File: src/rtl/tli_fifo.sv
// small register queue used between the pipeline parts and at the output
module tli_fifo #(
    parameter type T = logic,
    parameter int DEPTH = 2
) (
    input  logic i_clk,
    input  logic i_rst_n,
    input  logic i_push,
    input  T     i_data,
    output logic o_full,
    input  logic i_pop,
    output T     o_data,
    output logic o_empty
);
    localparam int AW = (DEPTH > 1) ? $clog2(DEPTH) : 1;
    localparam int CW = $clog2(DEPTH + 1);

    T               r_mem [DEPTH];
    logic [AW-1:0]  r_wr;
    logic [AW-1:0]  r_rd;
    logic [CW-1:0]  r_cnt;
    logic           do_push;
    logic           do_pop;

    assign o_full  = (r_cnt == CW'(DEPTH));
    assign o_empty = (r_cnt == '0);
    assign do_push = i_push && !o_full;
    assign do_pop  = i_pop && !o_empty;
    assign o_data  = r_mem[r_rd];

    always_ff @(posedge i_clk) begin
        if (!i_rst_n) begin
            r_wr  <= '0;
            r_rd  <= '0;
            r_cnt <= '0;
        end else begin
            if (do_push) begin
                r_wr <= (r_wr == AW'(DEPTH - 1)) ? '0 : r_wr + 1'b1;
            end
            if (do_pop) begin
                r_rd <= (r_rd == AW'(DEPTH - 1)) ? '0 : r_rd + 1'b1;
            end
            if (do_push && !do_pop) begin
                r_cnt <= r_cnt + 1'b1;
            end else if (do_pop && !do_push) begin
                r_cnt <= r_cnt - 1'b1;
            end
        end
    end

    always_ff @(posedge i_clk) begin
        if (do_push) begin
            r_mem[r_wr] <= i_data;
        end
    end

endmodule

File: config.mk
export PLATFORM = sky130hd
export DESIGN_NAME = tli_fifo
export DESIGN_NICKNAME = d
export VERILOG_FILES = /design/src/rtl/tli_fifo.sv
export SDC_FILE = /design/constraint.sdc
export NUM_CORES = 1
export LEC_CHECK = 0
export ABC_AREA = 1
export BUFFER_PORTS_ARGS = -buffer_cell sky130_fd_sc_hd__buf_2
export CAP_MARGIN = 20
export CORE_AREA = 8 8 45 47
export DETAILED_ROUTE_END_ITERATION = 16
export DIE_AREA = 0 0 53 55
export PLACE_DENSITY = 0.4
export SLEW_MARGIN = 5
export SYNTH_ARGS = -nofsm -noshare
export SYNTH_HDL_FRONTEND = slang
export SYNTH_SLANG_ARGS = --single-unit
File: constraint.sdc
create_clock -name i_clk -period 2.6 [get_ports i_clk]
set_input_delay 0.13 -clock i_clk [delete_from_list [all_inputs] [get_ports i_clk]]
set_output_delay 0.13 -clock i_clk [all_outputs]
set_load 0.03 [all_outputs]
==> results.toml, run 1 <==
[global_routing]
grt_pass1_vias = 282
grt.met3_usage_pct = 6.15
grt_antenna_before_repair = 0
grt_overflow = 0
grt_max_degree = 6
gr-max-usage-layer = "met2"
grt_usage_pct = 5.74
use_met1_pct = 3.95
grtUsageMet2_pct = 9.18
grt_pass1_wl_um = 1070

[clock_tree]
root_buffer = "clkbuf_4"
ctsResizeCount = 0
cts_max_level = 1
cts_sinks = 7
cts_buffer_depth = 2
clock_latency_ns = 0.25
post-cts-setup-buffer-count = 0
cts_hold_buf = 0
cts_inserted_buffers = 3
tritoncts = "yes"
clkTransAtPathRegs_ns = 0.06

[setup_path]
critPathMaxStageDelay_ns = 0.42
reg2reg_depth = 9
crit_path_frequent_cell = "inv_1"
crit_path_top_delay_cell = "dfxtp_1"
cp_num_cells = 9
path_class = "reg -> reg"
worstPathCellList = "nor2_1, nor2_2, inv_1, ha_1, inv_1, nand3_1, nand2_1, inv_1, nor2_1"
arrival_ns = 1.58
cp_max_fo = 5
endpoint_kind = "flip-flop"
crit_path_end = "r_cnt[1]$_SDFFE_PN0P_"
crit_path_start = "r_cnt[0]$_SDFFE_PN0P_"
r2r_start = "r_cnt[0]$_SDFFE_PN0P_"
critPathBufInv = 3
rrSetupSlack_ns = 1.22
crit_family = "simple AND/OR/NAND/NOR gates"
r2r-end = "r_cnt[1]$_SDFFE_PN0P_"
cp_data_required_time_ns = 2.80
start_kind = "flip-flop"

[hold_path]
holdCritPathClass = "in -> reg"

[final_layout]
areaGrowthSynthToFinish_pct = 25.5
fin_nets = 59
drive_above_1_share_pct = 26.9
final_cell_mix = "nor2_1, inv_1, buf_2"
n_antenna_cell = 0
layout_commonest_cell = "nor2_1"
fin_cells = 68

[floorplanning]
initial_core_util_pct = 23.1
fp.coreArea_mm2 = 0.00138
dieWidth_um = 53
rows = 14
die_area_mm2 = 0.00292
io_pins = 8
die_h_um = 55

[synth]
yosysTopAreaCell = "dfxtp_1"
synth_area_um2 = 319
synth_area_leaders = "dfxtp_1, edfxtp_1, nor2_1, inv_1, nand2_1"
synth-seq-cells = 7
synth_top_area_share_pct = 31.4
syn_avg_cell_area_um2 = 7.78
postSynthCellCount = 41
synth.yosys.seq_area_share_pct = 50.2
yosys_warnings = 0
synthDistinctLibCells = 14
syn_nets = 47

[placed_design]
portBuffers = 7
dp.cells = 64
gp_congestion = 0.634
dp_hpwl_um = 524

[timing]
rsz0062_at_grt = "no"
setup_tns_ns = 0
final-max-slew-violation-count = 0
fin_crit_sh_pct = 53.1
fin_skew_ns = 0.000842
final-hold-violation-count = 0
max_freq_mhz = 724
final.min_clock_period_ns = 1.38
worst_pin_slew_ns = 0.193
relSlewSlack_pct = 87.1
setup_violations = 0

[outcome]
status = "finished clean"

[pwr]
seqPwrFrac_pct = 35.7
irDropWorstVdd_uv = 398
p_comb_share_pct = 42.1
cellLeakagePower_nw = 0.197
switchingPower_mw = 0.197
power_density_mw_per_mm2 = 1160
swShare_pct = 42.3
intPower_mw = 0.268
power.share.clock_pct = 22.2

[drt]
viasPerCell = 4.06
routed_wl_um = 650
ant_nets = 0
drc_errors = 0
vias = 276
drt-initial-drc-count = 3
drt-pass1-iter-count = 4
wl_per_cell_um = 9.56

[flow_run]
maxCapViolCount = 0
==> layer usage <==
layer  part of all wire (%)  up-vias
met4                      0        0
met5                      0        -
li1                       -      146
met2                     53        8
met1                     36      122
met3                     11        0
==> logic make-up (layout without fill, tap and decap cells) <==
group / after synthesis / after routing / synth area share (%)
and+or+nand+nor: 19 / 19 / 24.3
buffers and inverters: 9 / 20 / 10.6
DFF: 7 / 7 / 50.2
AOI/OAI and AO/OA: 4 / 4 / 7.45
adders and majority gates: 1 / 1 / 3.92
muxes: 1 / 1 / 3.53
==> worst reg2reg max path: stages, from the launching register on <==
cell and delay (ns):
dfxtp_1 0.42, nor2_1 0.09, nor2_2 0.12, inv_1 0.06, ha_1 0.31, inv_1 0.08, nand3_1 0.08, nand2_1 0.06
inv_1 0.03, nor2_1 0.08
==> cell usage after synthesis <==
cell	n
nor2_1	10
inv_1	8
nand2_1	6
dfxtp_1	5
edfxtp_1	2
o21ai_0	2
a21oi_1	1
ha_1	1
inv_2	1
mux2_2	1
nand3_1	1
nand4_1	1
nor2_2	1
o21ai_2	1
==> power by group through the flow <==
stage	combinational [mW]	sequential, mW	clock (mW)
after floorplan	0.156	0.164	0
after global placement	0.200	0.170	0
after detailed placement	0.200	0.169	0
after CTS	0.201	0.167	0.109
after global routing	0.226	0.171	0.116
final	0.196	0.166	0.103
==> worst min-delay path by stage <==
stage                     cells after the start   start  slack, ns                 end
after CTS                                     1  i_data       0.06  r_mem[1]$_DFFE_PP_
after floorplan                               0  i_data       0.23  r_mem[0]$_DFFE_PP_
after global routing                          1  i_data       0.06  r_mem[0]$_DFFE_PP_
final                                         1  i_data       0.07  r_mem[0]$_DFFE_PP_
after global placement                        1  i_data       0.33  r_mem[0]$_DFFE_PP_
after detailed placement                      1  i_data       0.33  r_mem[0]$_DFFE_PP_
==> layout make-up <==
type | count | area, um^2
timing repair buffer | 7 | 35.0
inverter | 9 | 33.8
fill | 167 | 983
sequential | 7 | 160
multi-input combinational | 25 | 125
clock buffer | 4 | 26.3
tap | 16 | 20.0
==> through the flow <==
step	utilization [%]	instance area [um^2]	setup slack, ns	power (mW)	hold WS (ns)
floorplan	-	319	1.04	0.320	0.229
global placement	27.0	374	1.20	0.371	0.327
detailed placement	27.0	374	1.21	0.369	0.329
CTS	28.9	400	1.19	0.478	0.0597
global route	28.9	400	1.03	0.513	0.0610
finish	28.9	400	1.22	0.465	0.0662
(Power assumes the default switching activity.)
==> run 2: changes to the inputs <==
==> constraint.sdc (replaced) <==
create_clock -name i_clk -period 1.33 [get_ports i_clk]
set_input_delay 0.0665 -clock i_clk [delete_from_list [all_inputs] [get_ports i_clk]]
set_output_delay 0.0665 -clock i_clk [all_outputs]
set_load 0.03 [all_outputs]
==> run 2 against run 1 <==
  * Critical path type unchanged
  * Routed wire length up 7.4%
  * Highest routed layer is now met4
  * Setup slack worse by 1.1 ns
  * Power up 130%
  * Critical endpoint unchanged
  * Via count up 5.1%
  * Count of clock-buffer cells in the layout unchanged
  * Sequential share of layout area down 5.6 points
  * Fmax up 12%
  * Combinational power rose to 2.7 times the previous value
  * Sequential power up 110%
  * Largest power group unchanged
==> results.toml, run 2 (same netlist as run 1, synthesis figures left out) <==
[outcome]
status = "finished clean"

[final_layout]
n_antenna_cell = 0
fin_nets = 66
drive_above_1_share_pct = 42.4
final_cell_mix = "nor2_1, inv_1, buf_2"
num-fill-cells = 164
areaGrowthSynthToFinish_pct = 50.6
multi_input_area_um2 = 145
seq_area_um2 = 165
fin_util_pct = 34.7
layout_commonest_cell = "nor2_1"

[global_routing]
grt_pass1_vias = 277
grt_overflow = 0
grt_pass1_wl_um = 1140
grt_max_degree = 5
grt_usage_pct = 5.86
grt_antenna_before_repair = 0

[floorplanning]
io_pins = 8
die_h_um = 55
die_area_mm2 = 0.00292
fp.coreArea_mm2 = 0.00138
dieWidth_um = 53
rows = 14
initial_core_util_pct = 23.1

[clock_tree]
root_buffer = "clkbuf_4"
cts_buffer_depth = 2
cts_max_level = 1
tritoncts = "yes"
clock_latency_ns = 0.25
cts_sinks = 7
post-cts-setup-buffer-count = 0
clkTransAtPathRegs_ns = 0.05
cts_inserted_buffers = 3

[hold_path]
holdCritPathClass = "in -> reg"

[timing]
final-max-slew-violation-count = 0
fin_crit_sh_pct = 93.2
relSlewSlack_pct = 89.9
fin_skew_ns = 0.00209
rsz0062_at_grt = "no"
max_freq_mhz = 807
hold_ws_ns = 0.0736
final-hold-violation-count = 0
final.min_clock_period_ns = 1.24
worst_pin_slew_ns = 0.150
setup_violations = 0

[pwr]
irDropWorstVdd_uv = 756
switchingPower_mw = 0.423
intPower_mw = 0.645
p_comb_share_pct = 49.5
swShare_pct = 39.6
power.share.clock_pct = 18.2
seqPwrFrac_pct = 32.2
power_density_mw_per_mm2 = 2220
p_total_mw = 1.07
cellLeakagePower_nw = 0.232

[drt]
met1_length_um = 286
drt-initial-drc-count = 6
met2WireLength_um = 344
met3WireLength_um = 59
highest_layer = "met4"
vias = 290
viasPerCell = 3.87
drc_errors = 0
routed_wl_um = 698
drt-pass1-iter-count = 4
wl_per_cell_um = 9.31
ant_nets = 0

[placed_design]
portBuffers = 7
gp_congestion = 0.636
dp_hpwl_um = 550

[setup_path]
cp_data_required_time_ns = 1.48
endpoint_kind = "flip-flop"
cp_max_fo = 3
arrival_ns = 1.39
start_kind = "flip-flop"
path_class = "reg -> reg"

[flow_run]
maxCapViolCount = 0
run 2: cell type report:
type                    instances  share of cell area, %
clock buffers                   4                   5.47
inverters                       9                   7.03
multi-input cells              25                   30.2
flip-flops and latches          7                   34.4
well taps                      16                   4.17
repair buffers                 14                   18.7
run 2: final timing paths:
check	from	endpoint	slack [ns]	cells after the start
setup / recovery	r_cnt[1]$_SDFFE_PN0P_	r_cnt[1]$_SDFFE_PN0P_	0.09	9
hold reg to reg	r_rd$_SDFFE_PN0P_	r_rd$_SDFFE_PN0P_	0.50	2
hold / removal	i_rst_n	r_cnt[1]$_SDFFE_PN0P_	0.07	3
setup reg to reg	r_cnt[1]$_SDFFE_PN0P_	r_cnt[1]$_SDFFE_PN0P_	0.09	9
run 2: repair_timing:
item	CTS	global route
hold endpoints to repair	0	2
endpoints found under the setup margin	1	1
gates resized for setup	2	2
hold buffers	0	1
run 2: power by group through the flow:
| stage | registers, mW | logic, mW | clock network, mW |
|---|---|---|---|
| floorplan | 0.338 | 0.316 | 0 |
| global placement | 0.342 | 0.499 | 0 |
| detailed placement | 0.341 | 0.503 | 0 |
| CTS | 0.340 | 0.531 | 0.204 |
| global route | 0.350 | 0.595 | 0.222 |
| finish | 0.344 | 0.529 | 0.195 |
run 2: metal layers:
metal | vias up | GRT usage, %
li1 | 162 | -
met1 | 118 | 4.74
met2 | 8 | 9.38
met3 | 2 | 5.08
met4 | 0 | 3.88
met5 | - | 0
run 2: through the flow:
stage	setup TNS [ns]	setup slack [ns]	std cells	instance area (um^2)
after global routing	0	0.00528	75	480
after CTS	0	0.0617	74	468
after floorplan	0	0.0142	41	328
after global placement	-0.0431	-0.0431	70	428
final	0	0.0909	75	480
after detailed placement	-0.0396	-0.0396	70	428
run 2: worst max-delay path, stage by stage, from the launching register on:
cell and delay, ns:
dfxtp_2 0.35, inv_1 0.07, o21ai_2 0.14, inv_2 0.07, ha_4 0.27, inv_1 0.05
nand3_1 0.07, nand2_1 0.05, inv_1 0.04, nor2_1 0.03
==> run 3: changes to the inputs <==
--- a/config.mk
+++ b/config.mk
@@ -12,6 +12,7 @@
 export DETAILED_ROUTE_END_ITERATION = 16
 export DIE_AREA = 0 0 53 55
 export PLACE_DENSITY = 0.4
+export REMOVE_ABC_BUFFERS = 1
 export SLEW_MARGIN = 5
 export SYNTH_ARGS = -nofsm -noshare
 export SYNTH_HDL_FRONTEND = slang
==> run 3 against run 2 <==
  * Register-to-register slack hardly changed
  * Count of clock-buffer cells in the layout stayed put
  * Critical path depth stayed put
  * Largest cell class unchanged
==> results.toml, run 3 (same netlist as run 1, synthesis figures left out) <==
[timing]
setup_ws_ns = 0.100
hold_ws_ns = 0.0712
relSlewSlack_pct = 88.5
max_freq_mhz = 813
final-hold-violation-count = 0
final.min_clock_period_ns = 1.23
fin_crit_sh_pct = 92.5
worst_pin_slew_ns = 0.171
setup_violations = 0
final-max-slew-violation-count = 0
fin_skew_ns = 0.00247

[setup_path]
start_kind = "flip-flop"
rrSetupSlack_ns = 0.1
crit_path_end = "r_cnt[1]$_SDFFE_PN0P_"
cp_num_cells = 9
cp_max_fo = 3
critPathMaxStageDelay_ns = 0.33
reg2reg_depth = 9
cp_data_required_time_ns = 1.48
r2r_start = "r_cnt[1]$_SDFFE_PN0P_"
crit_family = "flip-flops"
arrival_ns = 1.38
path_class = "reg -> reg"
r2r-end = "r_cnt[1]$_SDFFE_PN0P_"
crit_path_top_delay_cell = "dfxtp_2"
endpoint_kind = "flip-flop"
crit_path_start = "r_cnt[1]$_SDFFE_PN0P_"
critPathBufInv = 4
worstPathCellList = "inv_1, o21ai_2, inv_2, ha_4, inv_2, nand3_1, nand2_1, inv_1, nor2_1"

[global_routing]
grt_pass1_wl_um = 1060
grt_max_degree = 5
grt_overflow = 0
grt_usage_pct = 5.70
grt_pass1_vias = 273
grt_antenna_before_repair = 0

[final_layout]
areaGrowthSynthToFinish_pct = 44.7
fin_cells = 74
num-fill-cells = 155
layout_commonest_cell = "nor2_1"
drive_above_1_share_pct = 39.7
n_antenna_cell = 0
fin_nets = 65
fin_util_pct = 33.4
final_cell_mix = "nor2_1, buf_2, inv_1, nand2_1, buf_4"

[floorplanning]
dieWidth_um = 53
io_pins = 8
die_area_mm2 = 0.00292
initial_core_util_pct = 23.1
rows = 14
fp.coreArea_mm2 = 0.00138
die_h_um = 55

[drt]
routed_wl_um = 705
wl_per_cell_um = 9.53
drt-pass1-iter-count = 2
drc_errors = 0
viasPerCell = 3.91
drt-initial-drc-count = 2
ant_nets = 0
vias = 289

[pwr]
seqPwrFrac_pct = 31.1
p_comb_share_pct = 49.8
cellLeakagePower_nw = 0.224
intPower_mw = 0.616
swShare_pct = 40.2
irDropWorstVdd_uv = 936
switchingPower_mw = 0.413
power.share.clock_pct = 19.1
power_density_mw_per_mm2 = 2230

[clock_tree]
clock_latency_ns = 0.25
cts_sinks = 7
cts_buffer_depth = 2
tritoncts = "yes"
cts_inserted_buffers = 3
root_buffer = "clkbuf_4"
cts_max_level = 1
clkTransAtPathRegs_ns = 0.05

[placed_design]
dp_worst_setup_slack_ns = 0.0263
gp_congestion = 0.692
dp.cells = 69
dp_hpwl_um = 521
portBuffers = 7

[hold_path]
holdCritPathClass = "in -> reg"

[flow_run]
maxCapViolCount = 0

[outcome]
status = "finished clean"
## run 3: what timing repair did
| item | in CTS | in global routing |
|---|---|---|
| setup buffers | 0 | 0 |
| hold buffers | 1 | 0 |
| setup endpoints to repair | 0 | 2 |
| resized for setup | 0 | 4 |
| hold endpoints to repair | 2 | 0 |
## run 3: cell type report
class	instances	area, um^2	share of cell area (%)
Sequential cell	7	161	35.0
Clock buffer	4	26.3	5.69
Multi-Input combinational cell	25	138	29.8
Tap cell	16	20.0	4.34
Timing Repair Buffer	13	82.6	17.9
Inverter	9	33.8	7.32
## run 3: power by group through the flow
| stage | registers [mW] | logic [mW] | clock network [mW] |
|---|---|---|---|
| 3_3_place_gp | 0.322 | 0.478 | 0 |
| 2_1_floorplan | 0.321 | 0.305 | 0 |
| 3_5_place_dp | 0.321 | 0.474 | 0 |
| 6_report | 0.320 | 0.512 | 0.197 |
| 5_1_grt | 0.325 | 0.581 | 0.223 |
| 4_1_cts | 0.318 | 0.477 | 0.211 |
## run 3: worst min-delay path: cells and delay by family
family                 cells  cell delay (ns)
buffers and inverters      1             0.13
AND/OR/NAND/NOR            2             0.09
## run 3: worst min path at each step
stage | from | endpoint | slack (ns) | depth (start not counted)
6_report | i_rst_n | r_cnt[1]$_SDFFE_PN0P_ | 0.07 | 3
3_5_place_dp | i_data | r_mem[1]$_DFFE_PP_ | 0.26 | 1
2_1_floorplan | i_data | r_mem[0]$_DFFE_PP_ | 0.17 | 0
4_1_cts | i_rst_n | r_cnt[1]$_SDFFE_PN0P_ | 0.08 | 3
3_3_place_gp | i_data | r_mem[1]$_DFFE_PP_ | 0.26 | 1
5_1_grt | i_rst_n | r_cnt[1]$_SDFFE_PN0P_ | 0.07 | 3
## run 3: per-stage QoR
step,setup TNS (ns),area (um^2),power (mW)
5_1_grt,-0.0185,462,1.13
4_1_cts,0,448,1.01
2_1_floorplan,-0.419,319,0.626
6_report,0,462,1.03
3_3_place_gp,-0.00529,412,0.801
3_5_place_dp,0,412,0.794
## run 3: metal layers
layer  GRT usage (%)  up-vias  wire (um)
met3            5.61        0         65
met2            8.59        8        364
met5               0        -          0
met1            4.59      122        274
li1                -      159          -
met4            3.88        0          0
